### src/design/sbs_ram.sv
// generic simple dual-port ram with registered read
`default_nettype none

module sbs_ram #(
   parameter  int WIDTH = 8,
   parameter  int DEPTH = 16,
   localparam int AddrW = (DEPTH > 1) ? $clog2(DEPTH) : 1
) (
   input  wire logic             clock,
   input  wire logic             we,
   input  wire logic [AddrW-1:0] wr_addr,
   input  wire logic [WIDTH-1:0] wr_data,
   input  wire logic [AddrW-1:0] rd_addr,
   output logic      [WIDTH-1:0] rd_data
);

   logic [WIDTH-1:0] mem_ff [DEPTH];
   logic [WIDTH-1:0] rd_data_ff;

   always_ff @(posedge clock) begin
      if (we) begin
         mem_ff[wr_addr] <= wr_data;
      end
      rd_data_ff <= mem_ff[rd_addr];
   end

   assign rd_data = rd_data_ff;

endmodule

`default_nettype wire

### config.mk
export PLATFORM = sky130hd
export DESIGN_NAME = sbs_ram
export DESIGN_NICKNAME = d
export VERILOG_FILES = /design/src/design/sbs_ram.sv
export SDC_FILE = /design/constraint.sdc
export NUM_CORES = 1
export LEC_CHECK = 0
export ABC_CLOCK_PERIOD_IN_PS = 2000
export BUFFER_PORTS_ARGS = -buffer_cell sky130_fd_sc_hd__buf_2
export CORE_UTILIZATION = 60
export DETAILED_ROUTE_END_ITERATION = 8
export HOLD_SLACK_MARGIN = 0.15
export PLACE_DENSITY = 0.87
export RECOVER_POWER = 25
export SLEW_MARGIN = 5
export SYNTH_ARGS = -nofsm -noshare
export SYNTH_HDL_FRONTEND = slang
export SYNTH_SLANG_ARGS = --single-unit
export TNS_END_PERCENT = 5
### constraint.sdc
create_clock -name clock -period 2 [get_ports clock]
set_input_delay 0.1 -clock clock [delete_from_list [all_inputs] [get_ports clock]]
set_output_delay 0.1 -clock clock [all_outputs]
set_load 0.1 [all_outputs]
Word level (Yosys, flattened, before mapping)
Memory sizes are Yosys's and may differ from the RTL's. A register that Yosys moved wholly into a read port is not among the register bits.
Cells that the tools add are included.
{ "classes": {"n_mux": 2} }
{ "op_table": {"columns": ["cell", "count"], "rows": [
  ["1-bit 2-to-1 mux", 2]
]} }
{ "totals": {"register_bits": 0, "ram_bits": 128, "wordCells": 3, "n_memories": 1} }
{ "mem_list": {"columns": ["name", "words", "width", "rd", "rd_clocked_by_memory_dff", "wr", "line", "rtl"], "rows": [
  ["mem_ff", 16, 8, 1, 1, 1, "17", "logic [WIDTH-1:0] mem_ff [DEPTH];"]
]} }

Longest topological paths before layout
{ "depth": {"ltp_word": 2, "ltp_mapped": 5} }

Least setup slack after synthesis
OpenSTA, ideal clock, no wires.
{ "synth_path": {"path_type": "input port to flip-flop", "start": "input wr_addr[2]", "end": "memory mem_ff[0][0], enable pin", "t_arrival_ns": 1.210, "required_time_ns": 1.617, "path_slack_ns": 0.407, "path_stages": 2, "path_buffers": 0, "cell_sequence": "or3b_2 > nor3_1"} }
{ "synth_rtl": {"columns": ["element", "line", "rtl"], "rows": [
  ["from (decl)", "11", "input wire logic [AddrW-1:0] wr_addr,"],
  ["to (decl)", "17", null]
]} }
No word-level cell before the write port.

Final worst setup path
{ "layout_path": {"start": "input wr_addr[1]", "end": "memory mem_ff[4][7], enable pin"} }
No word-level cell before the write port.

==> Implementation_results.wiki <==
{| class="wikitable"
! Metric !! Value
|-
| Run status || finished, final reports clean
|-
| Post-detailed-route count of antenna-violating nets || 0
|-
| Width of the die || 94.6 µm
|-
| Min Tclk post-route || 1.52 ns
|-
| Remaining design rule violation count || 0
|-
| Critical Path Fanout Max || 8
|-
| Sink Count || 136
|-
| Yosys warns || 0
|-
| Most frequent CP cell || sky130_fd_sc_hd__dlygate4sd3_1
|-
| Detailed-routing iteration count for the pre-antenna-repair pass || 5
|-
| Critical Setup Path Class || primary input to flop
|-
| Maximum number of pins on one net before global-route repair || 33
|-
| Total instance count after detailed placement || 370
|-
| Slew of the pin with the lowest slew margin || 0.810 ns
|-
| Floorplan die area || 0.00895 mm²
|-
| Top-level I/O count || 26
|-
| Average wire per cell in the routed design || 26.0 µm
|-
| Number of fillers in the final layout || 460
|-
| Synth cell count leaders || sky130_fd_sc_hd__edfxtp_1, sky130_fd_sc_hd__mux4_2, sky130_fd_sc_hd__a22oi_1
|-
| Setup repair after global routing missed its margin || no
|-
| H-Tree Level Count || 4
|-
| Max-slew violation count || 0
|-
| Floorplan row count || 33
|-
| Clock root cell || sky130_fd_sc_hd__clkbuf_8
|-
| Number of buffers inserted during clock tree synthesis || 17
|-
| Setup violation total in the final timing report || 0
|-
| Number of buffers and inverters on the critical path || 4
|-
| Core Region || 0.00826 mm²
|-
| Initial antenna violation count || 0
|-
| Leading area contributor after synthesis || sky130_fd_sc_hd__edfxtp_1
|-
| Area of the multi-input gates || 0.00106 mm²
|-
| Final number of hold-violating endpoints || 0
|-
| Kind of path behind the tightest hold check || primary input to flop
|-
| CTS clock-pin slew for the worst setup and hold paths || 0.06 ns
|-
| Total gr overflow || 0
|-
| Flop and latch count out of synthesis || 136
|-
| Number of cells in the finished layout apart from fillers || 413
|-
| Synth Cell Area || 0.00515 mm²
|-
| Relative max-transition margin || 45.9%
|-
| Synth Instances || 229
|-
| Highest-delay cell along the critical path || sky130_fd_sc_hd__dlygate4sd3_1
|-
| Starting density of the core || 62.3%
|-
| Port Buffers || 25
|-
| Average cell area after synthesis || 22.5 µm²
|-
| Clock insertion delay at the later pin of the skew report || 0.52 ns
|-
| Setup crit end kind || flop
|-
| CTS tree || yes
|-
| DRC violation total after the first TritonRoute iteration || 390
|-
| FFs w/ async S/R, synth || 0%
|-
| Area fraction of the dominant cell type after synthesis || 74.7%
|-
| Critical path launch point type || primary input
|-
| HPWL after detailed placement || 6.20 mm
|-
| Routability cong. || 0.801
|-
| Number of violations of the max-capacitance limit || 0
|-
| Predominant post-synthesis flop cell || sky130_fd_sc_hd__edfxtp_1
|-
| Vias in the first global route || 2,698
|-
| Most common cell in the netlist || sky130_fd_sc_hd__edfxtp_1
|-
| Top achievable clock speed || 660 MHz
|-
| Total leakage power || 2.10 nW
|-
| Number of unique standard cell types used by synthesis || 19
|-
| Number of buffers inserted to repair setup after CTS || 0
|-
| Number of gates resized after cts || 0
|-
| First-pass GRT wire length || 16.2 mm
|-
| Worst ir drop on vdd || 0.722 mV
|-
| Critical-path cell list || dlygate4sd3_1 -> buf_2 -> nor3_1 -> dlygate4sd3_1 -> buf_4
|-
| Biggest cell delay along the critical path || 0.58 ns
|-
| Number of enable-type register cells in the synthesized netlist || 128
|-
| Fraction of final layout cells sized beyond drive strength 1 || 29.9%
|-
| Number of vias per cell || 6.43
|-
| Data required time of the worst path || 2.22 ns
|-
| Vias post-DR || 2,656
|-
| Part of the cycle the worst path needs || 75.8%
|-
| Part of the Yosys area used for sequential elements || 77.8%
|-
| Final clock skew || 0.00671 ns
|-
| Total power divided by cell area || 1040 mW/mm²
|-
| P&R area growth vs syn || 18.7%
|-
| Total number of nets in the final design || 313
|-
| Clock Path Buffers || 2
|-
| Vertical die dimension || 94.6 µm
|-
| Cell type group with the largest total delay on the critical path || buffers and inverters
|-
| Syn nets || 247
|-
| Routed Wire Length || 10.7 mm
|-
| Fin Hold WS || 0.216 ns
|-
| Data arrival time of the critical path || 1.74 ns
|-
| Gr usage total || 27.5%
|-
| Top cells by area, synth || sky130_fd_sc_hd__edfxtp_1, sky130_fd_sc_hd__mux4_2, sky130_fd_sc_hd__mux4_1, sky130_fd_sc_hd__dfxtp_1, sky130_fd_sc_hd__a22oi_1
|-
| Final antenna diode count || 0
|-
| Fin Setup TNS || 0 ns
|-
| FF/Latch Area || 0.00400 mm²
|}
## where the power goes
part / switching [mW] / internal, mW
Clock: 1.20 / 1.52
Combinational: 0.308 / 0.138
Sequential: 0.0211 / 3.19
## layout by cell type, fill, tap and decap left out, drive strengths merged
| cell | n |
|---|---|
| or3b | 1 |
| nor3 | 4 |
| dlygate4sd3 | 11 |
| mux4 | 32 |
| a22oi | 16 |
| and2b | 1 |
| clkinv | 8 |
| nand2 | 9 |
| dfxtp | 8 |
| and2 | 1 |
| nand2b | 2 |
| nand3b | 2 |
| nand3 | 1 |
| clkbuf | 22 |
| edfxtp | 128 |
| nor2b | 1 |
| inv | 3 |
| clkinvlp | 4 |
| buf | 41 |
| nor2 | 13 |
## layout make-up
cell class	instances	share of cell area [%]
well taps	105	2.15
repair buffers	57	6.53
multi-input cells	83	17.3
clock inverters	15	1.70
flip-flops and latches	136	65.5
clock buffers	17	6.78
## registers in the layout, indices dropped and copies added (netlist names)
register and count:
rd_data 8, mem_ff 128
## logic make-up (layout without fill, tap and decap cells)
logic type | Yosys count | after routing | share of synthesized area, %
simple gates | 35 | 35 | 3.18
compound gates | 16 | 16 | 2.33
buf+inv | 10 | 89 | 1.68
mux | 32 | 32 | 15.0
flops | 136 | 136 | 77.8
## layer usage
metal	up-vias	GRT usage, %	part of all wire (%)
met5	-	0	0
met4	0	12.2	2.2
met3	19	5.88	6.7
met2	144	44.2	51
met1	1389	36.8	40
li1	1104	-	-
## tightest hold or removal path: cells and delay by family
family | cells | cell delay (ns)
compound gates | 1 | 0.22
buf+inv | 1 | 0.12
simple gates | 2 | 0.24
## what timing repair did
item                                    in CTS  in global routing
endpoints found under the hold margin      144                  0
hold buffers                                11                  0
endpoints found under the setup margin       0                  0
## metrics by stage
step	power (mW)	instance area (µm²)	setup WS, ns	util [%]
after global routing	6.55	6110	0.424	74.0
after detailed placement	3.69	5490	0.443	66.5
after global placement	3.68	5490	0.504	66.5
after CTS	6.40	6120	0.530	74.1
after floorplan	3.56	5150	0.407	-
final	6.37	6110	0.484	74.0
## path summary, 6_finish.rpt
| path | end | start | cells past startpoint | slack (ns) |
|---|---|---|---|---|
| max | mem_ff[4][7]$_DFFE_PP_ | wr_addr[1] | 5 | 0.48 |
| min | rd_data[3]$_DFF_P_ | rd_addr[2] | 4 | 0.22 |
| max reg2reg | rd_data[5]$_DFF_P_ | mem_ff[2][5]$_DFFE_PP_ | 3 | 0.62 |
| min reg2reg | rd_data[3]$_DFF_P_ | mem_ff[11][3]$_DFFE_PP_ | 3 | 0.68 |
(Power assumes the default switching activity.)
