===== src/design/sbs_fifo.sv =====
// small register fifo used for the command queue and the result queue
`default_nettype none

module sbs_fifo #(
   parameter  int WIDTH = 8,
   parameter  int DEPTH = 2,
   localparam int PtrW  = (DEPTH > 1) ? $clog2(DEPTH) : 1,
   localparam int CntW  = $clog2(DEPTH + 1)
) (
   input  wire logic             clock,
   input  wire logic             reset,
   input  wire logic             push,
   input  wire logic [WIDTH-1:0] push_data,
   output logic                  full,
   input  wire logic             pop,
   output logic      [WIDTH-1:0] pop_data,
   output logic                  empty
);

   logic [WIDTH-1:0] data_ff [DEPTH];
   logic [PtrW-1:0]  wr_ptr_ff, wr_ptr_in;
   logic [PtrW-1:0]  rd_ptr_ff, rd_ptr_in;
   logic [CntW-1:0]  count_ff, count_in;
   logic             push_ok, pop_ok;

   assign full     = (count_ff == CntW'(DEPTH));
   assign empty    = (count_ff == '0);
   assign push_ok  = push & ~full;
   assign pop_ok   = pop & ~empty;
   assign pop_data = data_ff[rd_ptr_ff];

   always_comb begin
      wr_ptr_in = wr_ptr_ff;
      rd_ptr_in = rd_ptr_ff;
      count_in  = count_ff;
      if (push_ok) begin
         wr_ptr_in = (wr_ptr_ff == PtrW'(DEPTH - 1)) ? '0 : wr_ptr_ff + PtrW'(1);
      end
      if (pop_ok) begin
         rd_ptr_in = (rd_ptr_ff == PtrW'(DEPTH - 1)) ? '0 : rd_ptr_ff + PtrW'(1);
      end
      case ({push_ok, pop_ok})
         2'b10:   count_in = count_ff + CntW'(1);
         2'b01:   count_in = count_ff - CntW'(1);
         default: count_in = count_ff;
      endcase
   end

   always_ff @(posedge clock) begin
      if (reset) begin
         wr_ptr_ff <= '0;
         rd_ptr_ff <= '0;
         count_ff  <= '0;
      end else begin
         wr_ptr_ff <= wr_ptr_in;
         rd_ptr_ff <= rd_ptr_in;
         count_ff  <= count_in;
      end
   end

   always_ff @(posedge clock) begin
      if (push_ok) begin
         data_ff[wr_ptr_ff] <= push_data;
      end
   end

endmodule

`default_nettype wire


===== config.mk =====
export PLATFORM = sky130hd
export DESIGN_NAME = sbs_fifo
export DESIGN_NICKNAME = d
export VERILOG_FILES = /design/src/design/sbs_fifo.sv
export SDC_FILE = /design/constraint.sdc
export NUM_CORES = 1
export LEC_CHECK = 0
export BUFFER_PORTS_ARGS = -buffer_cell sky130_fd_sc_hd__buf_2
export CAP_MARGIN = 20
export CORE_UTILIZATION = 45
export CTS_BUF_LIST = sky130_fd_sc_hd__clkbuf_4 sky130_fd_sc_hd__clkbuf_8
export CTS_CLUSTER_SIZE = 10
export DETAILED_ROUTE_END_ITERATION = 10
export PLACE_DENSITY = 0.75
export SETUP_SLACK_MARGIN = 0.4
export SYNTH_ARGS = -nofsm -noshare
export SYNTH_HDL_FRONTEND = slang
export SYNTH_SLANG_ARGS = --single-unit
export TNS_END_PERCENT = 100

===== constraint.sdc =====
create_clock -name clock -period 2.3 [get_ports clock]
set_input_delay 0.46 -clock clock [delete_from_list [all_inputs] [get_ports clock]]
set_output_delay 0.46 -clock clock [all_outputs]
set_load 0.05 [all_outputs]

; ---- Word-level counts from Yosys, hierarchy flattened
; Memories as Yosys holds them, arrays and structs flattened. A register that Yosys moved wholly into a read port is not among the register bits.
; Index checks and enable logic that the tools add are counted.
[totals]
reg_bits = 4
latchBits = 0
mem_bits_rw = 16
mem_bits_ro = 0
in_bits = 12
output_inout_bits = 10
word_cells = 24
n_memories = 1
[mem_list]
columns = memory, words, width, rd, rd_ports_with_merged_regs, write_ports, line
row1 = data_ff, 2, 8, 1, 1, 1, 20  ; logic [WIDTH-1:0] data_ff [DEPTH];
[op_classes]
add_sub_neg = 4
n_mul = 0
div_mod_pow = 0
magnitude_cmp = 0
eq_ne = 3
shift = 0
muxes = 7
bitwise_logic = 4
n_reduce_logical = 2
[ops]
columns = op, count
row1 = 2-to-1 mux 1 bit, 6
row2 = "equality test 2 bit, second input constant", 2
row3 = case mux 2 bit (2 select lines), 1
row4 = "adder 1 bit, second input constant", 2
row5 = "adder 2 x 1 -> 2 bit, second input constant", 1
row6 = bitwise AND 1 bit, 2
row7 = "equality test 2 x 1 -> 1 bit, second input constant", 1
row8 = logical NOT 2 bit, 1
row9 = inverter 1 bit, 2
row10 = nonzero test 2 bit, 1
row11 = "subtractor 2 x 1 -> 2 bit, second input constant", 1

; ---- Longest topological paths before layout
[logic_depth]
ltp_word = 5
ltp_mapped = 6
depth_no_buf = 6

; ---- Least setup slack after synthesis
; Ideal clock, no wire load.
[synth_path]
path_kind = reg2reg
from = register count_ff[0]
to = memory data_ff[0][0] (enable)
setup_ns = 0.324
t_arrival_ns = 1.189
setup_slack_ns = 0.787
stages_incl_launch_ff = 5
path_buffers = 0
synth_period_minus_slack_ns = 1.513
path_cell_list = dfxtp_1 > nand2b_2 > inv_2 > or3_1 > inv_1
[synth_via]
elab_chain_len = 5
[synth_rtl]
columns = item, line
row1 = start: declaration, 23  ; logic [CntW-1:0] count_ff, count_in;
row2 = start signal: assignment, 57  ; count_ff <= count_in;
row3 = equality test 2 bit, 26  ; assign full = (count_ff == CntW'(DEPTH));
row4 = net full, 14  ; output logic full,
row5 = inverter 1 bit, 28  ; assign push_ok = push & ~full;
row6 = bitwise AND 1 bit, 28
row7 = 2-to-1 mux 1 bit, 62  ; if (push_ok) begin
row8 = 2-to-1 mux 1 bit (implied by the code), 63  ; data_ff[wr_ptr_ff] <= push_data;
row9 = end: declaration, 20
; The timed path passes the listed nets, and every way through them passes these cells.

==> impl_results.md <==
* YS warnings at 0
* Sequential fraction of the synthesis area at 72.73%
* Hold Violations, Final at 0
* Port bufs at 21
* Nature of the critical path endpoint: output pin
* Final setup vio count at 0
* Max_cap viols at 0
* CP Max Fanout at 8
* Worst EP arrival at 1.31 ns
* Syn nets at 64
* Drt wl/cell at 13.65 µm
* Synth async-reset ratio at 0%
* Final WL at 1.242 mm
* Total Routing Usage GR at 14.49%
* Type of the worst min-delay path: input pin to flop
* Fill cells at 140
* N_diodes at 0
* Post-synth top area share at 60.19%
* Fin crit period at 1.768 ns
* Setup Skew at 0.001822 ns
* Most frequent cell after synthesis: edfxtp_1
* RSZ-0062 raised after global routing: no
* Top post-synthesis cells by area: edfxtp_1 60%, dfxtp_1 13%, mux2_2 11%
* Slew @ Worst Pin at 0.4398 ns
* Library cells used by synthesis at 17
* First-pass GRT wire length at 1.890 mm
* Vias at 483
* Full die area at 1946 µm²
* DPL Wire Length at 888 µm
* Critical path class: flop to output pin
* Clock Latency Late Sink at 0.29 ns
* PwrDens at 1333 nW/µm²
* Mapped cell area at 798.3 µm²
* Delay-heaviest family, CP: flip-flops
* Clk slew on worst S/H paths at 0.11 ns
* Final ANT Viol Nets at 0
* Fmax at 565.7 MHz
* Final worst path period share at 76.85%
* FP Rows at 14
* Slew headroom at 70.68%
* Leading area contributor after synthesis: edfxtp_1
* Die H at 44.12 µm
* Static leakage power at 0.3865 nW
* Initial antenna violation count at 0
* Longest Clk Path Bufs at 2
* Slowest stage cell on the critical path: dfxtp_2
* DRC viols at 0
* Gr ovfl total at 0
* Vias in the first global route at 471
* Worst-path cell chain: mux2_2 > buf_2
* Core Region at 1577 µm²
* Starting Density at 50.63%
* # nets final at 89
* I/O Pins at 22
* Layout cells sized above 1 at 48.00%
* Via density at 5.308
* 1st-pass router iterations at 6
* Syn Area/Cell at 15.65 µm²
* Initial DRC count at 11
* CTS Buf Count at 3
* Required time of the worst setup path at 1.84 ns
* CTS tree: yes
* Seq cells post-synth at 21
* Commonest cells in the netlist: 16 x edfxtp_1, 8 x mux2_2, 5 x dfxtp_1
* Die width at 44.12 µm
* Flop2flop setup slack at 0.75 ns
* CP peak stage delay at 0.45 ns
* Final slew viol count at 0
* Sum of buffers and inverters on the critical path at 1
* Run status: finished, final reports clean
* Final non-filler cell area at 950.9 µm²
* Largest net degree at the start of global routing at 12
* Clock root buffer: clkbuf_4
* Max H-tree Level at 1
* Worst Setup Start Kind: flop
* Primary FF master, synth: edfxtp_1
* Clock sinks at 21
* GP Congestion at 0.6900
* Syn-to-layout area delta at 19.12%
* Area after DPL at 919.6 µm²
* Post-CTS Repair Setup Buffers at 0
* Post-synth EDFFs at 16
* Mapped Cells at 51
* VDD IR-drop max at 740.3 µV
* Sum Neg Setup Slack at 0 ns
==> kinds of logic (layout without fill, tap and decap cells) <==
logic type      count (synthesis)  count (layout)  synth area share, %
flops                          21              21                72.73
simple gates                    9               9                5.799
fa+ha+maj                       1               1                1.567
mux                             8               8                11.29
xor+xnor                        3               3                3.292
compound gates                  5               5                3.449
buf+inv                         4              28                1.880
==> final timing paths <==
path / start / depth (start not counted) / endpoint
max: flop / 2 / pop_data[6]
min: push_data[0] / 1 / data_ff[1][0]
max reg2reg: count_ff[0] / 4 / data_ff[0][3]
min reg2reg: wr_ptr_ff / 2 / wr_ptr_ff
==> report_power, final <==
group	switching [W]	total (W)	internal [W]
registers	0.0000567	0.000547	0.000490
logic	0.000368	0.000536	0.000168
clock network	0.000106	0.000185	0.0000793
total	0.000530	0.00127	0.000737
==> metal layers <==
metal	GRT usage, %	vias up	share of wire (%)
met5	0	-	0
met4	9.091	0	2.5
met3	3.673	5	4.0
met2	24.41	19	50
met1	16.34	228	43
li1	-	231	-
==> worst reg2reg max path, cell delays in order, from the launching register on <==
cell and delay [ns]:
dfxtp_1 0.43, nand2b_2 0.18, inv_2 0.04, or3_1 0.32, inv_1 0.26
==> metrics by stage <==
| stage | std cells | setup WS, ns | utilization, % | total power, W | hold WS (ns) |
|---|---|---|---|---|---|
| CTS | 91 | 0.5102 | 60.32 | 0.001274 | 0.3426 |
| floorplan | 51 | 0.7867 | - | 0.0009809 | 0.4518 |
| global placement | 87 | 0.7198 | 58.33 | 0.001076 | 0.4713 |
| finish | 91 | 0.5324 | 60.32 | 0.001267 | 0.3462 |
| detailed placement | 87 | 0.7215 | 58.33 | 0.001092 | 0.5086 |
| global route | 91 | 0.4702 | 60.32 | 0.001326 | 0.3307 |
==> state kept, by name, indices dropped and copies added (netlist names), named ones only <==
register	count
wr_ptr_ff	1
count_ff	2
rd_ptr_ff	1
data_ff	16
==> repair_timing <==
item | 4_1_cts | 5_1_grt
hold buffers | 0 | 0
setup endpoints to repair | 7 | 0
hold endpoints to repair | 0 | 0
resized for setup | 1 | 0
==> cell usage in the layout (no fill, tap or decap), drive strengths merged <==
cell type	count
xnor2	2
nor2	4
o21ai	2
and3	1
a21oi	2
xor2	1
inv	3
buf	21
o21a	1
nand2b	1
dfxtp	5
ha	1
nand2	1
or3	2
edfxtp	16
clkbuf	4
mux2	8
==> cell type report <==
| class | instances | area, µm² | share of cell area [%] |
|---|---|---|---|
| flip-flops and latches | 21 | 581.8 | 61.18 |
| multi-input cells | 26 | 202.7 | 21.32 |
| repair buffers | 21 | 105.1 | 11.05 |
| clock buffers | 4 | 30.03 | 3.158 |
| well taps | 16 | 20.02 | 2.105 |
| inverters | 3 | 11.26 | 1.184 |
(Power assumes the default switching activity.)
