[config.mk]
export PLATFORM = sky130hd
export DESIGN_NAME = sbs_front
export DESIGN_NICKNAME = d
export VERILOG_FILES = /design/src/design/sbs_pkg.sv /design/src/design/sbs_front.sv
export SDC_FILE = /design/constraint.sdc
export NUM_CORES = 1
export LEC_CHECK = 0
export BUFFER_PORTS_ARGS = -buffer_cell sky130_fd_sc_hd__buf_4
export CAP_MARGIN = 15
export CORE_AREA = 2 2 74 76
export DETAILED_ROUTE_END_ITERATION = 6
export DIE_AREA = 0 0 76 78
export PLACE_DENSITY = 0.88
export SLEW_MARGIN = 20
export SYNTH_ARGS = -nofsm -noshare
export SYNTH_HDL_FRONTEND = slang
export SYNTH_SLANG_ARGS = --single-unit
[constraint.sdc]
create_clock -name clock -period 2.9 [get_ports clock]
set_input_delay 0.145 -clock clock [delete_from_list [all_inputs] [get_ports clock]]
set_output_delay 0.145 -clock clock [all_outputs]
set_load 0.02 [all_outputs]
[src/design/sbs_pkg.sv]
// shared types and constants for the sparse bitset set-operation block
`default_nettype none

package sbs_pkg;

   localparam int OpW            = 3;
   localparam int RankFieldW     = 16;
   localparam int WordW          = 64;
   localparam int DefMaxGranules = 16;
   localparam int DefRankWidth   = 16;
   localparam int CmdDepth       = 2;
   localparam int RspDepth       = 2;

   typedef enum logic [OpW-1:0] {
      OP_LOAD_A    = 3'd0,
      OP_LOAD_B    = 3'd1,
      OP_OR        = 3'd2,
      OP_XOR       = 3'd3,
      OP_AND       = 3'd4,
      OP_AND_NOT   = 3'd5,
      OP_CONTAIN   = 3'd6,
      OP_INTERSECT = 3'd7
   } op_type;

   typedef struct packed {
      logic done;
      logic bank;
   } back_stat_type;

   typedef struct packed {
      logic [RankFieldW-1:0] out_rank;
      logic [WordW-1:0]      out_word;
      logic                  answer;
      logic                  empty_res;
      logic                  overflow;
      logic                  last;
   } rsp_item_type;

endpackage

`default_nettype wire

[src/design/sbs_front.sv]
// front end: takes requests, stores granules, queues run commands
`default_nettype none

module sbs_front #(
   parameter  int MAX_GRANULES = sbs_pkg::DefMaxGranules,
   parameter  int RANK_WIDTH   = sbs_pkg::DefRankWidth,
   localparam int SRW    = (RANK_WIDTH < sbs_pkg::RankFieldW) ? RANK_WIDTH : sbs_pkg::RankFieldW,
   localparam int EntryW = SRW + sbs_pkg::WordW,
   localparam int CntW   = $clog2(MAX_GRANULES + 1),
   localparam int IdxW   = (MAX_GRANULES > 1) ? $clog2(MAX_GRANULES) : 1,
   localparam int AddrW  = $clog2(2 * MAX_GRANULES),
   localparam int CmdW   = sbs_pkg::OpW + 2 + 2 * CntW
) (
   input  wire logic                            clock,
   input  wire logic                            reset,
   input  wire logic                            req_push,
   output logic                                 req_full,
   input  wire logic [sbs_pkg::OpW-1:0]         req_op,
   input  wire logic [sbs_pkg::RankFieldW-1:0]  req_granule_rank,
   input  wire logic [sbs_pkg::WordW-1:0]       req_granule_word,
   output logic                                 a_we,
   output logic                                 b_we,
   output logic      [AddrW-1:0]                wr_addr,
   output logic      [EntryW-1:0]               wr_data,
   output logic                                 cmd_push,
   output logic      [CmdW-1:0]                 cmd_data,
   input  wire logic                            cmd_full,
   input  wire sbs_pkg::back_stat_type          back_stat
);

   import sbs_pkg::*;

   typedef struct packed {
      op_type          op;
      logic            bank;
      logic [CntW-1:0] a_cnt;
      logic [CntW-1:0] b_cnt;
      logic            ovf;
   } cmd_type;

   logic [1:0]      busy_ff, busy_in;
   logic            bank_ff, bank_in;
   logic [CntW-1:0] a_cnt_ff, a_cnt_in;
   logic [CntW-1:0] b_cnt_ff, b_cnt_in;
   logic            drop_ff, drop_in;
   logic            accept;
   logic            word_nz;
   op_type          op;
   logic [AddrW-1:0] bank_base;
   cmd_type         cmd;

   assign op        = op_type'(req_op);
   assign req_full  = busy_ff[bank_ff] | cmd_full;
   assign accept    = req_push & ~req_full;
   assign word_nz   = |req_granule_word;
   assign bank_base = bank_ff ? AddrW'(MAX_GRANULES) : '0;
   assign wr_data   = {req_granule_rank[SRW-1:0], req_granule_word};

   assign cmd.op    = op;
   assign cmd.bank  = bank_ff;
   assign cmd.a_cnt = a_cnt_ff;
   assign cmd.b_cnt = b_cnt_ff;
   assign cmd.ovf   = drop_ff;
   assign cmd_data  = cmd;

   always_comb begin
      busy_in  = busy_ff;
      bank_in  = bank_ff;
      a_cnt_in = a_cnt_ff;
      b_cnt_in = b_cnt_ff;
      drop_in  = drop_ff;
      a_we     = 1'b0;
      b_we     = 1'b0;
      cmd_push = 1'b0;
      wr_addr  = bank_base + AddrW'(a_cnt_ff[IdxW-1:0]);
      if (back_stat.done) begin
         busy_in[back_stat.bank] = 1'b0;
      end
      if (accept) begin
         unique case (op) inside
            OP_LOAD_A: begin
               if (word_nz) begin
                  if (a_cnt_ff < CntW'(MAX_GRANULES)) begin
                     a_we     = 1'b1;
                     a_cnt_in = a_cnt_ff + CntW'(1);
                  end else begin
                     drop_in = 1'b1;
                  end
               end
            end
            OP_LOAD_B: begin
               wr_addr = bank_base + AddrW'(b_cnt_ff[IdxW-1:0]);
               if (word_nz) begin
                  if (b_cnt_ff < CntW'(MAX_GRANULES)) begin
                     b_we     = 1'b1;
                     b_cnt_in = b_cnt_ff + CntW'(1);
                  end else begin
                     drop_in = 1'b1;
                  end
               end
            end
            OP_OR, OP_XOR, OP_AND, OP_AND_NOT, OP_CONTAIN, OP_INTERSECT: begin
               cmd_push         = 1'b1;
               busy_in[bank_ff] = 1'b1;
               bank_in          = ~bank_ff;
               a_cnt_in         = '0;
               b_cnt_in         = '0;
               drop_in          = 1'b0;
            end
            default: begin
               cmd_push = 1'b0;
            end
         endcase
      end
   end

   always_ff @(posedge clock) begin
      if (reset) begin
         busy_ff  <= '0;
         bank_ff  <= 1'b0;
         a_cnt_ff <= '0;
         b_cnt_ff <= '0;
         drop_ff  <= 1'b0;
      end else begin
         busy_ff  <= busy_in;
         bank_ff  <= bank_in;
         a_cnt_ff <= a_cnt_in;
         b_cnt_ff <= b_cnt_in;
         drop_ff  <= drop_in;
      end
   end

endmodule

`default_nettype wire

-- Word-level counts from Yosys, hierarchy flattened
Index checks and enable logic that the tools add are counted.
W data, S select, Z words.
- reductions and logical operators: 12
- bitwise logic cells: 7
- div/mod/pow operators: 0
- shifts and indexed selects: 0
- multipliers: 0
- add/sub/neg operators: 4
- muxes and demuxes: 33
- order comparisons: 6
- eq/ne operators: 13
- operator list (kind ; count):
    $reduce_or A64 Y1 ; 1
    $mux W5 ; 7
    $pmux W5 S2 ; 2
    $mux W1 ; 18
    $eq A3 B3 Y1 const B ; 4
    $add A5 B1 Y5 const B ; 2
    $add A5 B4 Y5 ; 2
    $lt A5 B5 Y1 const B ; 2
    $ne A2 B2 Y1 const B ; 4
    $reduce_and A4 Y1 ; 2
    $eq A3 B2 Y1 const B ; 2
    $mux W2 ; 3
    $reduce_and A6 Y1 ; 1
    $reduce_or A6 Y1 ; 1
    $lt A1 B2 Y1 const B ; 2
    $ne A2 B1 Y1 const B ; 2
    $reduce_bool A2 Y1 ; 2
    $eq A3 B1 Y1 const B ; 1
    $logic_not A3 Y1 ; 1
    $pmux W1 S3 ; 1
    $reduce_bool A3 Y1 ; 1
    $and A2 B2 Y2 ; 1
    $demux W1 S1 ; 2
    $ge A1 B1 Y1 const B ; 2
    7 further kinds ; 9
- RAM bits: 0
- latch bits: 0
- memory bits (read-only): 0
- output and inout bits: 104
- word-level logic and storage cells: 80
- memories: 0
- input port bits: 89
- bits in registers: 14

-- Logic depth before layout (Yosys ltp)
- depth after elaboration: 10
- mapped depth: 6
- mapped depth without buffers: 5

-- Worst setup path before layout
Ideal clock, no wire load.
- path type: register to output
- start: register bank_ff
- end: output port a_we
- data required time: 2755 ps
- cell stages (with the launch flop): 6
- path buffers: 0
- arrival: 1715 ps
- setup slack: 1040 ps
- path through: dfxtp_1 -> mux2i_1 -> nand2b_1 -> nor2_1 -> nand3b_4 -> nor3_1
- cells in the longest elaborated chain, start to end: 6
- ends and longest elaborated chain (item ; line ; text):
    start, declared ; sbs_front.sv:42 ; logic bank_ff, bank_in;
    start signal, assigned ; sbs_front.sv:126 ; bank_ff <= bank_in;
    $mux W1 (implied by the code) (2 in a row) ; sbs_front.sv:53 ; assign req_full = busy_ff[bank_ff] | cmd_full;
    $or A1 B1 Y1 ; sbs_front.sv:53 ;
    via req_full ; sbs_front.sv:17 ; output logic req_full,
    $not A1 Y1 ; sbs_front.sv:54 ; assign accept = req_push & ~req_full;
    $and A1 B1 Y1 ; sbs_front.sv:54 ;
    $mux W1 ; sbs_front.sv:79 ; if (accept) begin
    end, declared ; sbs_front.sv:21 ; output logic a_we,
The timed path passes the listed nets, and every way through them passes these cells. The select of a mux whose other input is x is not followed.

-- Final worst setup path
- start: register bank_ff
- end: output port b_we
- cells in the longest elaborated chain, start to end: 6
- ends and longest elaborated chain (item ; line ; text):
    $mux W1 (implied by the code) (2 in a row) ; sbs_front.sv:53 ;
    $or A1 B1 Y1 ; sbs_front.sv:53 ;
    $not A1 Y1 ; sbs_front.sv:54 ;
    $and A1 B1 Y1 ; sbs_front.sv:54 ;
    $mux W1 ; sbs_front.sv:79 ;
    end, declared ; sbs_front.sv:22 ; output logic b_we,
No other way between the ends. The select of a mux whose other input is x is not followed.

==> results.md <==
Power:
- The maximum VDD drop is 0.000205 V.
- Dividing total power by cell area gives a power density of 297 nW/um^2.
- In this run the static leakage power is 1.16 nW.

Route:
- For this block, the initial DRC count from the detailed router was 37.
- The final routed DRC violation total is 0.
- After detailed routing, the total wire length is 4970 um.
- Summing over every cut layer, the via total after detailed routing is 1557.
- The detailed-router iteration count before antenna repair is 4.
- Dividing the detail-routed wire length by the instance count gives 14.6 um.
- Dividing the detail-routed via count by the number of cells gives 4.58.
- In this run the remaining antenna-violating nets after routing total 0.

STA:
- Clock skew on the completed layout was measured at 0.721 ps.
- For the final routed database, the setup TNS stands at 0 ps.
- The relative slew slack is 41.0%.
- The transition time of the tightest slew-check pin is 878 ps.
- The total of endpoints with negative setup slack in the final report is 0.
- The highest achievable clock rate is 416 MHz.
- The final period demand of the worst path is 2410 ps.
- The total count of hold-check failures in the final report is 0.
- Setup repair after global routing left no endpoint under its margin.
- Of the available clock period, the critical path in the final layout requires 83.0%.
- The final number of max-transition violations is 0.
- The final worst setup slack is 493 ps.

Place:
- The count of buffers added on input and output ports is 160.
- The placed wire-length estimate is 4280 um.
- The worst setup slack before clock tree synthesis is 631 ps.
- The congestion estimate from routability-driven global placement came to 0.835.
- After detailed placement, the total cell area comes to 2220 um^2.
- The placed instance count is 336.

Yosys:
- After synthesis, the largest area contributor takes up 40.9% of total cell area.
- By count the netlist is led by sky130_fd_sc_hd__buf_4 (86), sky130_fd_sc_hd__nor4_1 (17), sky130_fd_sc_hd__dfxtp_1 (14), sky130_fd_sc_hd__nand2_1 (10).
- The largest total area in the synthesized netlist belongs to sky130_fd_sc_hd__buf_4.
- By area the synthesized netlist is led by sky130_fd_sc_hd__buf_4 (41%), sky130_fd_sc_hd__dfxtp_1 (18%), sky130_fd_sc_hd__nor4_1 (6.7%).
- Summing every instance area after synthesis gives 1580 um^2.
- Each instance of the synthesized netlist takes up on average 8.17 um^2.
- For this run, the register share of the synthesized area comes to 17.8%.
- During synthesis, Yosys emitted a total of 0 warnings.
- Among all flip-flop cells after synthesis, the most frequent one is sky130_fd_sc_hd__dfxtp_1.
- The number of different library cells in the post-synthesis netlist is 33.
- The synthesized design contains 0 enable-type register cells.
- The synthesized design contains 14 register bits.
- The number of nets produced by synthesis is 284.
- In the synthesized netlist the async set-or-reset flop fraction comes to 0%.
- The cell count after synthesis is 193.
- The most frequent cell after synthesis is sky130_fd_sc_hd__buf_4.

Global route:
- The sum of overflow across all layers after global routing is 0.
- The global-route wire length before repair is 7340 um.
- The pin count of the biggest net entering global routing is 13.
- Across every metal layer, demand over resource in global routing totals 14.9%.
- The number of global-route vias before repair came to 1449.
- The number of antenna violations at the first check in global routing is 0.

Finish:
- The relative area change from synthesis to final layout is 44.0%.
- The number of antenna cells inserted is 0.
- The ratio of cells with drive above 1 in the final layout is 64.4%.
- The final-stage net count is 362.
- The finished cells cover 2270 um^2.
- The post-layout instance count excluding filler cells is 340.
- The fill cell instance count of the final layout is 509.
- The post-layout utilization of the core is 45.1%.

Clocking:
- The clock net sink count is 14.
- The clock tree from TritonCTS is done.
- The number of CTS-inserted buffers is 3.
- The quantity of hold-fixing buffers added after cts is 0.
- The clock input transition at the sequential cells of the worst setup and hold paths is 60 ps.
- At the later pin of the worst-skew pair, clock insertion delay measures 240 ps.
- Once the clock tree was built, the setup fixing pass inserted 0 buffers.
- The root buffer cell is sky130_fd_sc_hd__clkbuf_8.
- Counting along the longest clock path gives a buffer depth of 2.
- CTS built an H-tree with a depth of 1.
- After clock tree synthesis, the repair step resized 0 gates.

Die:
- In this run the core area contains 26 standard-cell rows.
- 193 I/O pins were placed.
- The initial utilization of the core area, before any placement, comes to 31.3%.
- Measured along the y axis, the die boundary spans 78 um.
- The total core area is 5040 um^2.
- The die covers 5930 um^2.
- The die is 76 um wide.

Critical path:
- For the worst setup path, the data required time is 2760 ps.
- The critical path starts at bank_ff$_SDFFE_PP0P_.
- The arrival time of data at the critical path endpoint is 2260 ps.
- Along the worst path, the maximum fanout reaches 8.
- The startpoint identified for the worst register-to-register timing path is bank_ff$_SDFFE_PP0P_.
- The sort of element at the end of the critical path is an output port.
- The critical path is of the reg -> out type.
- STA classifies the critical path startpoint as a register.

Worst hold path:
- In this run the worst hold path is classified as in -> reg.
- The startpoint identified for the worst hold timing path is reset.

Status:
- The run finished with clean final reports.

Job:
- The max capacitance violation total is 0.
-- routing by layer --
metal | track usage, % | up-vias | part of all wire, %
li1 | - | 745 | -
met1 | 17.9 | 726 | 40
met2 | 25.9 | 78 | 51
met3 | 5.35 | 8 | 9.0
met4 | 2.91 | 0 | 0.76
met5 | 0 | - | 0
-- layout make-up --
cell class                      instances  area, um^2  area share (%)
Sequential cell                        14         280            12.3
Clock buffer                            4        55.1            2.42
Timing Repair Buffer                  160        1200            52.9
Inverter                                2        7.51           0.330
Multi-Input combinational cell         90         641            28.2
Tap cell                               70        87.6            3.85
-- report_power, final --
group,internal [mW],switching [mW]
Combinational,0.143,0.144
Clock,0.120,0.0684
Sequential,0.195,0.00360
Total,0.459,0.216
-- cell usage in the layout, fill, tap and decap left out, types with 2 or more instances in the layout --
cell / count
sky130_fd_sc_hd__clkbuf_8: 4
sky130_fd_sc_hd__inv_1: 2
sky130_fd_sc_hd__nor4_1: 17
sky130_fd_sc_hd__o21a_1: 2
sky130_fd_sc_hd__nand3_1: 3
sky130_fd_sc_hd__buf_4: 160
sky130_fd_sc_hd__nor2_1: 7
sky130_fd_sc_hd__nor3_1: 7
sky130_fd_sc_hd__ha_1: 2
sky130_fd_sc_hd__dfxtp_1: 14
sky130_fd_sc_hd__mux2i_1: 7
sky130_fd_sc_hd__mux2_2: 4
sky130_fd_sc_hd__nand2b_1: 6
sky130_fd_sc_hd__o21ai_0: 2
sky130_fd_sc_hd__nand4_1: 4
sky130_fd_sc_hd__o311ai_0: 2
sky130_fd_sc_hd__nand3b_1: 2
sky130_fd_sc_hd__nand2_1: 10
-- worst paths after layout --
check | end | slack [ps] | cells past startpoint
max | b_we | 490 | 5
min | bank_ff$_SDFFE_PP0P_ | 100 | 2
max reg2reg | b_cnt_ff[4]$_SDFFE_PP0P_ | 920 | 5
min reg2reg | drop_ff$_SDFFE_PP0P_ | 470 | 1
-- state kept, by name, indices dropped and copies added (netlist names) --
name / cells
bank_ff: 1
a_cnt_ff: 5
drop_ff: 1
b_cnt_ff: 5
busy_ff: 2
-- cells by family (layout without fill, tap and decap cells) --
group / after synthesis / after routing / share of synthesized area (%)
buffers and inverters: 89 / 166 / 41.6
and+or+nand+nor: 63 / 63 / 24.8
DFF: 14 / 14 / 17.8
AOI/OAI and AO/OA: 13 / 13 / 6.34
muxes: 11 / 11 / 7.30
adders and majority gates: 2 / 2 / 1.59
xor gates and xnor gates: 1 / 1 / 0.555
-- stage by stage --
| step | hold WS (ps) | total power, mW |
|---|---|---|
| finish | 105 | 0.675 |
| global route | 107 | 0.708 |
| CTS | 99.7 | 0.682 |
| detailed placement | 290 | 0.491 |
| global placement | 290 | 0.486 |
| floorplan | 217 | 0.412 |
-- critical path: stages, from the launching register on --
cell and delay, ps:
sky130_fd_sc_hd__dfxtp_1 450, sky130_fd_sc_hd__mux2i_1 350, sky130_fd_sc_hd__nand3b_1 290, sky130_fd_sc_hd__nor3_1 570, sky130_fd_sc_hd__and2_2 240, sky130_fd_sc_hd__buf_4 130
(Power assumes the default switching activity.)
