**src/design/sbs_pkg.sv**
```systemverilog
// shared types and constants for the sparse bitset set-operation block
`default_nettype none

package sbs_pkg;

   localparam int OpW            = 3;
   localparam int RankFieldW     = 16;
   localparam int WordW          = 64;
   localparam int DefMaxGranules = 16;
   localparam int DefRankWidth   = 16;
   localparam int CmdDepth       = 2;
   localparam int RspDepth       = 2;

   typedef enum logic [OpW-1:0] {
      OP_LOAD_A    = 3'd0,
      OP_LOAD_B    = 3'd1,
      OP_OR        = 3'd2,
      OP_XOR       = 3'd3,
      OP_AND       = 3'd4,
      OP_AND_NOT   = 3'd5,
      OP_CONTAIN   = 3'd6,
      OP_INTERSECT = 3'd7
   } op_type;

   typedef struct packed {
      logic done;
      logic bank;
   } back_stat_type;

   typedef struct packed {
      logic [RankFieldW-1:0] out_rank;
      logic [WordW-1:0]      out_word;
      logic                  answer;
      logic                  empty_res;
      logic                  overflow;
      logic                  last;
   } rsp_item_type;

endpackage

`default_nettype wire

```
**src/design/sbs_back.sv**
```systemverilog
// back end: merge walk over both granule lists, one step per cycle while the result queue has room
`default_nettype none

module sbs_back #(
   parameter  int MAX_GRANULES = sbs_pkg::DefMaxGranules,
   parameter  int RANK_WIDTH   = sbs_pkg::DefRankWidth,
   localparam int SRW    = (RANK_WIDTH < sbs_pkg::RankFieldW) ? RANK_WIDTH : sbs_pkg::RankFieldW,
   localparam int EntryW = SRW + sbs_pkg::WordW,
   localparam int CntW   = $clog2(MAX_GRANULES + 1),
   localparam int IdxW   = (MAX_GRANULES > 1) ? $clog2(MAX_GRANULES) : 1,
   localparam int AddrW  = $clog2(2 * MAX_GRANULES),
   localparam int CmdW   = sbs_pkg::OpW + 2 + 2 * CntW
) (
   input  wire logic                   clock,
   input  wire logic                   reset,
   input  wire logic                   cmd_empty,
   output logic                        cmd_pop,
   input  wire logic [CmdW-1:0]        cmd_data,
   output logic      [AddrW-1:0]       a_rd_addr,
   output logic      [AddrW-1:0]       b_rd_addr,
   input  wire logic [EntryW-1:0]      a_q,
   input  wire logic [EntryW-1:0]      b_q,
   output logic                        rsp_push,
   output sbs_pkg::rsp_item_type       rsp_item,
   input  wire logic                   rsp_full,
   output sbs_pkg::back_stat_type      back_stat
);

   import sbs_pkg::*;

   typedef struct packed {
      op_type          op;
      logic            bank;
      logic [CntW-1:0] a_cnt;
      logic [CntW-1:0] b_cnt;
      logic            ovf;
   } cmd_type;

   typedef enum logic [1:0] {
      ST_IDLE = 2'b01,
      ST_RUN  = 2'b10
   } state_type;

   state_type        state_ff, state_in;
   cmd_type          cmd_ff, cmd_in, cmd_head;
   logic [CntW-1:0]  i_ff, i_in, j_ff, j_in;
   logic [SRW-1:0]   held_rank_ff, held_rank_in;
   logic [WordW-1:0] held_word_ff, held_word_in;
   logic             held_vld_ff, held_vld_in;
   logic [SRW-1:0]   ar, br, cand_rank;
   logic [WordW-1:0] aw, bw, cand_word, pair_word;
   logic             a_v, b_v, lt, gt;
   logic             keep_a, keep_b, is_query;
   logic             cand, done, ans, step_i, step_j;
   logic [IdxW-1:0]  a_idx, b_idx;
   logic [AddrW-1:0] rd_base;

   assign cmd_head = cmd_type'(cmd_data);
   assign {ar, aw} = a_q;
   assign {br, bw} = b_q;
   assign a_v      = i_ff < cmd_ff.a_cnt;
   assign b_v      = j_ff < cmd_ff.b_cnt;
   assign lt       = ar < br;
   assign gt       = ar > br;
   assign keep_a   = (cmd_ff.op == OP_OR) || (cmd_ff.op == OP_XOR) || (cmd_ff.op == OP_AND_NOT);
   assign keep_b   = (cmd_ff.op == OP_OR) || (cmd_ff.op == OP_XOR);
   assign is_query = (cmd_ff.op == OP_CONTAIN) || (cmd_ff.op == OP_INTERSECT);

   // read the entries that the next cycle will compare
   assign a_idx     = (i_in < CntW'(MAX_GRANULES)) ? i_in[IdxW-1:0] : '0;
   assign b_idx     = (j_in < CntW'(MAX_GRANULES)) ? j_in[IdxW-1:0] : '0;
   assign rd_base   = cmd_in.bank ? AddrW'(MAX_GRANULES) : '0;
   assign a_rd_addr = rd_base + AddrW'(a_idx);
   assign b_rd_addr = rd_base + AddrW'(b_idx);

   always_comb begin
      unique case (cmd_ff.op) inside
         OP_OR:   pair_word = aw | bw;
         OP_XOR:  pair_word = aw ^ bw;
         OP_AND:  pair_word = aw & bw;
         default: pair_word = aw & ~bw;
      endcase
   end

   // one merge step
   always_comb begin
      cand      = 1'b0;
      cand_rank = ar;
      cand_word = aw;
      step_i    = 1'b0;
      step_j    = 1'b0;
      done      = 1'b0;
      ans       = 1'b0;
      unique case (cmd_ff.op) inside
         OP_CONTAIN: begin
            if (!b_v) begin
               done = 1'b1;
               ans  = 1'b1;
            end else if (!a_v || gt) begin
               done = 1'b1;
            end else if (lt) begin
               step_i = 1'b1;
            end else if ((aw & bw) != bw) begin
               done = 1'b1;
            end else begin
               step_i = 1'b1;
               step_j = 1'b1;
            end
         end
         OP_INTERSECT: begin
            if (!(a_v && b_v)) begin
               done = 1'b1;
            end else if (gt) begin
               step_j = 1'b1;
            end else if (lt) begin
               step_i = 1'b1;
            end else if (|(aw & bw)) begin
               done = 1'b1;
               ans  = 1'b1;
            end else begin
               step_i = 1'b1;
               step_j = 1'b1;
            end
         end
         OP_OR, OP_XOR, OP_AND, OP_AND_NOT: begin
            if (a_v && b_v) begin
               if (lt) begin
                  cand   = keep_a;
                  step_i = 1'b1;
               end else if (gt) begin
                  cand      = keep_b;
                  cand_rank = br;
                  cand_word = bw;
                  step_j    = 1'b1;
               end else begin
                  cand      = 1'b1;
                  cand_word = pair_word;
                  step_i    = 1'b1;
                  step_j    = 1'b1;
               end
            end else if (a_v && keep_a) begin
               cand   = 1'b1;
               step_i = 1'b1;
            end else if (b_v && keep_b) begin
               cand      = 1'b1;
               cand_rank = br;
               cand_word = bw;
               step_j    = 1'b1;
            end else begin
               done = 1'b1;
            end
         end
         default: begin
            done = 1'b1;
         end
      endcase
   end

   // sequencer; the newest granule is held back so the final one can carry last
   always_comb begin
      state_in          = state_ff;
      cmd_in            = cmd_ff;
      i_in              = i_ff;
      j_in              = j_ff;
      held_rank_in      = held_rank_ff;
      held_word_in      = held_word_ff;
      held_vld_in       = held_vld_ff;
      cmd_pop           = 1'b0;
      rsp_push          = 1'b0;
      rsp_item          = '0;
      rsp_item.overflow = cmd_ff.ovf;
      back_stat         = '0;
      unique case (state_ff)
         ST_IDLE: begin
            if (!cmd_empty) begin
               cmd_pop     = 1'b1;
               cmd_in      = cmd_head;
               i_in        = '0;
               j_in        = '0;
               held_vld_in = 1'b0;
               state_in    = ST_RUN;
            end
         end
         ST_RUN: begin
            if (!rsp_full) begin
               if (step_i) begin
                  i_in = i_ff + CntW'(1);
               end
               if (step_j) begin
                  j_in = j_ff + CntW'(1);
               end
               if (done) begin
                  rsp_push       = 1'b1;
                  rsp_item.last  = 1'b1;
                  back_stat.done = 1'b1;
                  back_stat.bank = cmd_ff.bank;
                  held_vld_in    = 1'b0;
                  state_in       = ST_IDLE;
                  if (is_query) begin
                     rsp_item.answer = ans;
                  end else if (held_vld_ff) begin
                     rsp_item.out_rank = RankFieldW'(held_rank_ff);
                     rsp_item.out_word = held_word_ff;
                  end else begin
                     rsp_item.empty_res = 1'b1;
                  end
               end else if (cand && (|cand_word)) begin
                  rsp_push          = held_vld_ff;
                  rsp_item.out_rank = RankFieldW'(held_rank_ff);
                  rsp_item.out_word = held_word_ff;
                  held_rank_in      = cand_rank;
                  held_word_in      = cand_word;
                  held_vld_in       = 1'b1;
               end
            end
         end
         default: begin
            state_in = ST_IDLE;
         end
      endcase
   end

   always_ff @(posedge clock) begin
      if (reset) begin
         state_ff    <= ST_IDLE;
         held_vld_ff <= 1'b0;
      end else begin
         state_ff    <= state_in;
         held_vld_ff <= held_vld_in;
      end
   end

   always_ff @(posedge clock) begin
      cmd_ff       <= cmd_in;
      i_ff         <= i_in;
      j_ff         <= j_in;
      held_rank_ff <= held_rank_in;
      held_word_ff <= held_word_in;
   end

endmodule

`default_nettype wire

```
**config.mk**
```make
export PLATFORM = sky130hd
export DESIGN_NAME = sbs_back
export DESIGN_NICKNAME = d
export VERILOG_FILES = /design/src/design/sbs_pkg.sv /design/src/design/sbs_back.sv
export SDC_FILE = /design/constraint.sdc
export NUM_CORES = 1
export LEC_CHECK = 0
export BUFFER_PORTS_ARGS = -buffer_cell sky130_fd_sc_hd__buf_2
export CAP_MARGIN = 20
export CORE_UTILIZATION = 51
export DETAILED_ROUTE_END_ITERATION = 16
export PLACE_DENSITY = 0.78
export SYNTH_ARGS = -nofsm -noshare
export SYNTH_HDL_FRONTEND = slang
export SYNTH_SLANG_ARGS = --single-unit
```
**constraint.sdc**
```tcl
create_clock -name clock -period 7.09 [get_ports clock]
set_clock_uncertainty 0.15 [all_clocks]
set_input_delay 0.3545 -clock clock [delete_from_list [all_inputs] [get_ports clock]]
set_output_delay 0.3545 -clock clock [all_outputs]
set_load 0.005 [all_outputs]
```
After elaboration in Yosys (flattened, before gate mapping)
Cells that the tools add are included.

storage, ports and cells
  register bits = 108
  bits of input ports = 179
  output and inout bits = 98
  word-level logic and storage cells = 160

operators by class
  multiplexer cells = 101
  add/subtract/negate cells = 4
  equality and inequality tests = 13
  reductions and logical operators = 17
  $lt $le $gt $ge = 6
  bitwise logic cells = 8

operators with widths
  operator                                      count
  2-to-1 mux 64 bit                             6
  2-to-1 mux 80 bit                             4
  case mux 64 bit (3 select lines)              1
  2-to-1 mux 82 bit                             2
  AND 64 bit                                    2
  OR reduction 64 bit                           2
  2-to-1 mux 16 bit                             6
  != test 64 bit                                1
  inverter 64 bit                               1
  bitwise OR 64 bit                             1
  XOR 64 bit                                    1
  2-to-1 mux 1 bit                              56
  2-to-1 mux 5 bit                              7
  2-to-1 mux 12 bit                             2
  case mux 5 bit (2 select lines)               2
  > comparator 16 bit                           1
  < comparator 16 bit                           1
  2-to-1 mux 2 bit                              7
  equality test 3 bit (second input constant)   4
  adder 5 x 1 -> 5 bit (second input constant)  2
  adder 5 x 4 -> 5 bit                          2
  < comparator 5 bit                            2
  < comparator 5 bit (second input constant)    2
  case mux 1 bit (3 select lines)               3
  17 further kinds                              31

Logic depth before layout (Yosys ltp)
Gate-level depths: netlist (run 1).

  depth in word-level cells = 13
  depth in mapped cells = 18
  gate-level depth less buffers = 13

Worst setup path after synthesis (run 1)
OpenSTA, ideal clock, no wires.

  path kind = input -> register
  from = in b_q[79]
  to = reg held_rank_ff[0] (enable)
  data arrival time = 6.325 ns
  stages = 15
  buffers on the path = 2
  setup time = 0.519 ns
  data required time = 6.421 ns
  slack = 0.096 ns
  cell sequence = inv_1 -> ha_1 -> nand4_2 -> nor4_4 -> o21ai_2 -> and3_1 -> nor4_2 -> buf_2 -> buf_2 -> a22oi_1 -> o21ai_0 -> nor4_1 -> nand4_1 -> nor4_1 -> nor2_1

on the way
  word-level cells in the longest chain between the ends = 8
  elaborated cells on any way between the ends = 22
  classes of those cells = order compare (2); mux (15); bitwise (1); reduce/logical (4)

RTL lines
  item                                    line             RTL
  start: declaration                      sbs_back.sv:22   input wire logic [EntryW-1:0] b_q,
  > comparator 16 bit                     sbs_back.sv:64   assign gt = ar > br;
  2-to-1 mux 64 bit                       sbs_back.sv:130  end else if (gt) begin
  2-to-1 mux 64 bit *                     sbs_back.sv:127  if (lt) begin
  2-to-1 mux 64 bit *                     sbs_back.sv:126  if (a_v && b_v) begin
  2-to-1 mux 64 bit *                     sbs_back.sv:94   unique case (cmd_ff.op) inside
  named net cand_word[40]                 sbs_back.sv:51   logic [WordW-1:0] aw, bw, cand_word, pair_word;
  OR reduction 64 bit *                   sbs_back.sv:207  end else if (cand && (|cand_word)) begin
  logical AND 1 bit *                     sbs_back.sv:207
  AND reduction 4 bit (no source line) *  -
  end signal: assignment                  sbs_back.sv:237  held_rank_ff <= held_rank_in;
  end: declaration                        sbs_back.sv:47   logic [SRW-1:0] held_rank_ff, held_rank_in;

Mark *: on every way through the listed nets, which the timed path passes. The rest lies on a longest branch.
A chain may end at the register's enable or synchronous reset.

==> flow_summary.json, run 1 <==
{
  "outcome": "finished clean",
  "critical_path_required_ns": 6.59,
  "ys_seq_area_frac": 0.2413,
  "setup_viol_count_final": 0,
  "final_common_cell": "ha_1",
  "cp.buffers_inverters": 5,
  "fin_crit_ns": 6.289,
  "max-slew-margin-rel": 0.2707,
  "grt_util_all_layers": 0.3359,
  "design.final.nets": 2205,
  "synth-compound-area-share": 0.2393,
  "number_of_synthesized_flops_with_an_enable_pin": 94,
  "cp_capture_point": "rsp_item[63]",
  "clk_root_buffer_cell": "clkbuf_16",
  "crit_cells": 16,
  "antenna_left": 0,
  "r2r_cell_count": 16,
  "drt_iter0_drc": 1896,
  "fmaxAchievable_mhz": 159.0,
  "hold_buffers": 0,
  "die_height_um": 160.8,
  "synth.area.mux_share": 0.004962,
  "core_mm2": 0.02453,
  "worstReg2RegStart": "j_ff[2]",
  "power_leakage_nw": 7.192,
  "post_synth.cell_area_avg_um2": 8.394,
  "drc_errors": 0,
  "critical-path-slowest-cell": "o21ai_4",
  "layout-drive-gt1-share": 0.1946,
  "crit_arrival_ns": 5.78,
  "post_synth_and_or_nand_nor_area_fraction": 0.1485,
  "synth_fa_ha_area_frac": 0.2763,
  "syn-cell-area_mm2": 0.01286,
  "combinational_family_with_the_most_area_after_synthesis": "adder cells",
  "grt_max_degree": 127,
  "clock_sink_count": 108,
  "synth_xor_xnor_area_share": 0.001362,
  "num_rows": 57,
  "gp_congestion": 1.007,
  "post_synthesis_cells": 1532,
  "holdWs_ns": 0.01825,
  "synth-main-ff-cell": "edfxtp_1",
  "start_util": 0.5242,
  "fill_cells": 2215,
  "timing.rr.end": "held_word_ff[3]",
  "critPathMaxStageDelay_ns": 0.63,
  "setup.worst_path.start": "j_ff[2]",
  "clk_pin_slew_worst_paths_ns": 0.08,
  "initial_antenna_violation_count": 7,
  "rsz0062_at_grt": "false",
  "dr_total_vias": 13030,
  "path_delay_family": "compound AO/OA/AOI/OAI gates",
  "hold_class": "in2reg",
  "criticalPathCategory": "reg2out",
  "numPortBuffers": 276,
  "path_cells": "ha_1 -> a21o_1 -> a31oi_1 -> o21ai_1 -> buf_4 -> a21oi_2 -> o211ai_2 -> buf_4 -> a222oi_1 -> inv_1 -> or4_1 -> or4_1 -> o21ai_4 -> buf_4 -> a31oi_1 -> buf_2",
  "count_of_synthesis_stage_warnings_from_yosys": 0,
  "worst-slew-pin-transition_ns": 1.094,
  "drt_pass_1_iters": 9,
  "period_share": 0.8870,
  "finalWirelength_mm": 44.69,
  "cap_viol_max_count": 0,
  "async_s_r_ff_share_synth": 0,
  "yosysUniqueCellTypes": 68,
  "synth_to_layout_area_growth_pct": 15.12,
  "cts_tree": "built",
  "cts-htree-levels": 3,
  "clock_latency_ns": 0.35,
  "pwr_density_cell_mw_per_mm2": 183.7,
  "timing_hold_violations_final": 0,
  "die_x_um": 160.8,
  "setup_total_negative_slack_ns": 0,
  "worst_ir_drop_vdd_v": 0.0001484,
  "worstSetupEndpointType": "output pin",
  "dp_hpwl_mm": 34.57,
  "io-pin-count": 277,
  "design.die.area_mm2": 0.02586,
  "post_drt_via_cell_ratio": 6.272,
  "worst-r2r-setup-slack_ns": 1.29,
  "grt_first_pass_wirelength_mm": 67.17,
  "drv_slew": 0,
  "post_cts_buffers": 0,
  "clock_path_buffers": 2,
  "gr-total-overflow": 0,
  "yosys_register_bits": 108,
  "post_cts_resize_count": 0,
  "cts_buffers": 9,
  "critical_path.max_fanout": 27,
  "grt_pass1_vias": 11550,
  "most_frequent_cells_in_the_layout": "284 x ha_1, 276 x buf_2, 170 x inv_1",
  "kind_of_start_point_of_the_critical_path": "register",
  "finish.utilization": 0.6034,
  "cell_type_with_the_highest_occurrence_count_on_the_critical_path": "buf_4",
  "routedWlPerCell_um": 21.50,
  "synthesis.nets": 1995
}
[state kept, by name, summed over array words and instances, names as in the netlist]
| signal | flops |
|---|---|
| i_ff | 5 |
| j_ff | 5 |
| held_word_ff | 64 |
| state_ff | 2 |
| rsp_item | 1 |
| held_rank_ff | 16 |
| held_vld_ff | 1 |
| cmd_ff | 14 |
[cell usage after synthesis, drive strengths merged, types with 3 or more instances]
master | n | area [um2]
a22o | 6 | 52.55
nand2 | 141 | 529.3
edfxtp | 94 | 2823
a222oi | 11 | 110.1
a211oi | 8 | 60.06
nor2 | 143 | 536.8
and3 | 4 | 25.02
inv | 170 | 638.1
nor3 | 4 | 20.02
nand2b | 9 | 56.30
nor4 | 46 | 309.0
o211ai | 5 | 42.54
mux2 | 3 | 33.78
mux2i | 3 | 30.03
buf | 50 | 297.8
dfxtp | 14 | 280.3
and2 | 6 | 37.54
o221ai | 4 | 35.03
a31oi | 83 | 519.3
nor2b | 13 | 81.33
a221oi | 26 | 227.7
or4 | 7 | 56.30
nand3 | 9 | 50.05
o21ai | 88 | 459.2
a221o | 38 | 380.4
nand4 | 18 | 118.9
ha | 284 | 3553
o2bb2ai | 11 | 96.34
a21oi | 83 | 419.2
a21o | 18 | 135.1
clkbuf | 53 | 198.9
a22oi | 52 | 390.4
[through the flow]
step	worst slack [ns]	area (um2)	power, mW	cells
CTS	0.9632	14770	2.677	2070
finish	0.8010	14800	2.720	2078
detailed placement	1.106	14450	2.153	2054
global placement	1.168	14450	2.129	2054
floorplan	0.09591	12860	1.713	1532
global route	0.5681	14800	2.861	2078
[metal layers]
metal | global-route usage | routed length [um] | up-vias
met5 | 0 | 0 | -
met1 | 0.4857 | 18850 | 6075
met3 | 0.06921 | 5577 | 106
met2 | 0.5012 | 18930 | 892
met4 | 0.09820 | 1337 | 0
li1 | - | - | 5961
[how the worst min path moves through the flow]
stage	depth (start not counted)	start	to	slack, ns
6_report	1	cmd_data[9]	cmd_ff[9]	0.02
5_1_grt	1	cmd_data[10]	cmd_ff[10]	0.01
4_1_cts	1	cmd_data[9]	cmd_ff[9]	0.008
3_5_place_dp	1	cmd_ff[11]	cmd_ff[11]	0.35
3_3_place_gp	1	cmd_ff[11]	cmd_ff[11]	0.33
2_1_floorplan	1	reset	state_ff[1]	0.28
[cell type report]
cell class                      instances  area, um2  area share
Multi-Input combinational cell       1151       8688      0.5869
Sequential cell                       108       3103      0.2096
Timing Repair Buffer                  302       1639      0.1107
Inverter                              170      638.1     0.04310
Tap cell                              324      405.4     0.02738
Clock buffer                           11      264.0     0.01783
Clock inverter                          5      48.80    0.003296
Antenna cell                            7      17.52    0.001183
[worst register-to-register path, stage by stage (launching register included)]
cell      delay (ns)
dfxtp_1         0.43
ha_1            0.29
a21o_1          0.16
a31oi_1         0.20
o21ai_1         0.11
buf_4           0.19
a21oi_2         0.15
o211ai_2        0.38
buf_4           0.36
a222oi_1        0.62
inv_1           0.17
or4_1           0.54
or4_1           0.60
nor4_1          0.41
nor2_4          0.19
buf_12          0.22
buf_4           0.31
[logic make-up (layout without fill, tap and decap cells)]
family	Yosys count	count (layout)
flops	108	108
simple gates	409	409
mux	6	6
buf+inv	273	488
fa+ha+maj	284	284
compound gates	450	450
other cells	0	7
xor+xnor	2	2
[power breakdown]
group	switching [mW]	total [mW]	internal, mW
Clock	0.245	0.522	0.277
Combinational	0.945	1.41	0.462
Sequential	0.0278	0.790	0.762
(Power assumes the default switching activity.)
==> run 2, diff against run 1 <==
==> constraint.sdc (replaced) <==
create_clock -name clock -period 7.09 [get_ports clock]
set_clock_uncertainty 0.15 [all_clocks]
set_input_delay 1.0635 -clock clock [delete_from_list [all_inputs] [get_ports clock]]
set_output_delay 1.0635 -clock clock [all_outputs]
set_load 0.005 [all_outputs]
==> flow_summary.json, run 2 (same netlist as run 1, synthesis figures left out) <==
{
  "fill_cells": 2172,
  "critical_path_required_ns": 5.88,
  "drt_iter0_drc": 1731,
  "cts_tree": "built",
  "postPlaceCellArea_mm2": 0.01452,
  "switching_power_summed_over_all_nets_mw": 1.206,
  "post_drt_via_cell_ratio": 6.193,
  "rsz0062_at_grt": "false",
  "clk_pin_slew_worst_paths_ns": 0.07,
  "max-slew-margin-rel": 0.3124,
  "place_worst_setup_slack_ns": 0.4019,
  "kind_of_start_point_of_the_critical_path": "input port",
  "drv_slew": 0,
  "finalWirelength_mm": 43.81,
  "layout-drive-gt1-share": 0.1968,
  "registers.top_by_ff_count": "held_word_ff",
  "criticalPathCategory": "in2out",
  "clock_path_buffers": 2,
  "critical_path.max_fanout": 68,
  "holdWs_ns": 0.3601,
  "antenna_left": 0,
  "clk_root_buffer_cell": "clkbuf_16",
  "io-pin-count": 277,
  "final_common_cell": "ha_1",
  "period_share": 0.9599,
  "die_height_um": 160.8,
  "clock_sink_count": 108,
  "fin_cells": 2084,
  "core_mm2": 0.02453,
  "report.power.total_mw": 2.713,
  "initial_antenna_violation_count": 12,
  "design.die.area_mm2": 0.02586,
  "post_cts_resize_count": 0,
  "power.sequential.fraction": 0.291,
  "power_leakage_nw": 7.214,
  "most_frequent_cells_in_the_layout": "284 x ha_1, 276 x buf_2, 170 x inv_1",
  "worstSetupEndpointType": "output pin",
  "design.final.nets": 2211,
  "worst-slew-pin-transition_ns": 1.031,
  "crit_arrival_ns": 5.59,
  "cap_viol_max_count": 0,
  "gr-total-overflow": 0,
  "cts_buffers": 9,
  "setup_total_negative_slack_ns": 0,
  "switching_part_of_the_total_power": 0.4445,
  "largest_register_ffs": 64,
  "internal_power_mw": 1.507,
  "setup_viol_count_final": 0,
  "finish.utilization": 0.6051,
  "pwr_density_cell_mw_per_mm2": 182.8,
  "worst_ir_drop_vdd_v": 0.0001212,
  "start_util": 0.5242,
  "synth_to_layout_area_growth_pct": 15.43,
  "post_cts_buffers": 0,
  "grt_pass1_vias": 11480,
  "fin_crit_ns": 6.806,
  "hold_buffers": 0,
  "num_rows": 57,
  "timing_hold_violations_final": 0,
  "dp_hpwl_mm": 34.08,
  "hold_class": "reg2reg",
  "gp_congestion": 0.9878,
  "grt_util_all_layers": 0.3288,
  "pnr_worst_setup_slack_ns": 0.2840,
  "grt_first_pass_wirelength_mm": 65.32,
  "cts-htree-levels": 3,
  "drt_pass_1_iters": 6,
  "routedWlPerCell_um": 21.02,
  "die_x_um": 160.8,
  "fmaxAchievable_mhz": 146.9,
  "outcome": "finished clean",
  "post-route-cell-area_mm2": 0.01484,
  "placed_instances": 2061,
  "comb_power_share": 0.516,
  "top_regs": "held_word_ff (64), held_rank_ff (16), cmd_ff (14)",
  "power_frac_clock": 0.193,
  "dr_total_vias": 12910,
  "clock_latency_ns": 0.35,
  "drc_errors": 0,
  "numPortBuffers": 276,
  "grt_max_degree": 127
}
[run 2: metal layers]
| layer | track usage | up-vias | wire [um] | share of wire |
|---|---|---|---|---|
| li1 | - | 5992 | - | - |
| met1 | 0.4686 | 5976 | 18790 | 0.43 |
| met2 | 0.4876 | 828 | 18400 | 0.42 |
| met3 | 0.07025 | 101 | 5174 | 0.12 |
| met4 | 0.1162 | 10 | 1385 | 0.032 |
| met5 | 0 | - | 60 | 0.0014 |
[run 2: critical path: stages]
cell,delay [ns]
buf_2,0.07
inv_1,0.04
ha_1,0.32
nand4_2,0.16
nor4_4,0.36
o21ai_2,0.16
nand3_2,0.22
o211ai_2,0.41
a222oi_1,0.64
inv_1,0.16
or4_1,0.56
or4_4,0.56
o21ai_4,0.22
buf_12,0.29
a31oi_1,0.14
buf_2,0.18
[run 2: power by group through the flow]
| stage | sequential [mW] | clock, mW | combinational, mW |
|---|---|---|---|
| floorplan | 0.788 | 0 | 0.924 |
| global placement | 0.802 | 0 | 1.32 |
| detailed placement | 0.803 | 0 | 1.34 |
| CTS | 0.789 | 0.532 | 1.35 |
| global route | 0.794 | 0.556 | 1.50 |
| finish | 0.790 | 0.523 | 1.40 |
[run 2: final timing paths]
| path | cells after the start | end | slack (ns) | startpoint |
|---|---|---|---|---|
| worst max-delay path | 16 | rsp_item[49] | 0.28 | b_q[79] |
| worst min-delay path | 1 | cmd_ff[11] | 0.36 | cmd_ff[11] |
| worst max register to register | 11 | held_word_ff[19] | 1.70 | cmd_ff[13] |
| worst min register to register | 1 | cmd_ff[11] | 0.36 | cmd_ff[11] |
[run 2: final cells by class]
| cell class | count | area [um2] | area share |
|---|---|---|---|
| inverters | 170 | 638.1 | 0.04299 |
| clock buffers | 9 | 225.2 | 0.01517 |
| clock inverters | 7 | 82.58 | 0.005563 |
| repair buffers | 308 | 1684 | 0.1135 |
| diodes | 7 | 17.52 | 0.001180 |
| flip-flops and latches | 108 | 3103 | 0.2090 |
| multi-input cells | 1151 | 8688 | 0.5853 |
| well taps | 324 | 405.4 | 0.02731 |
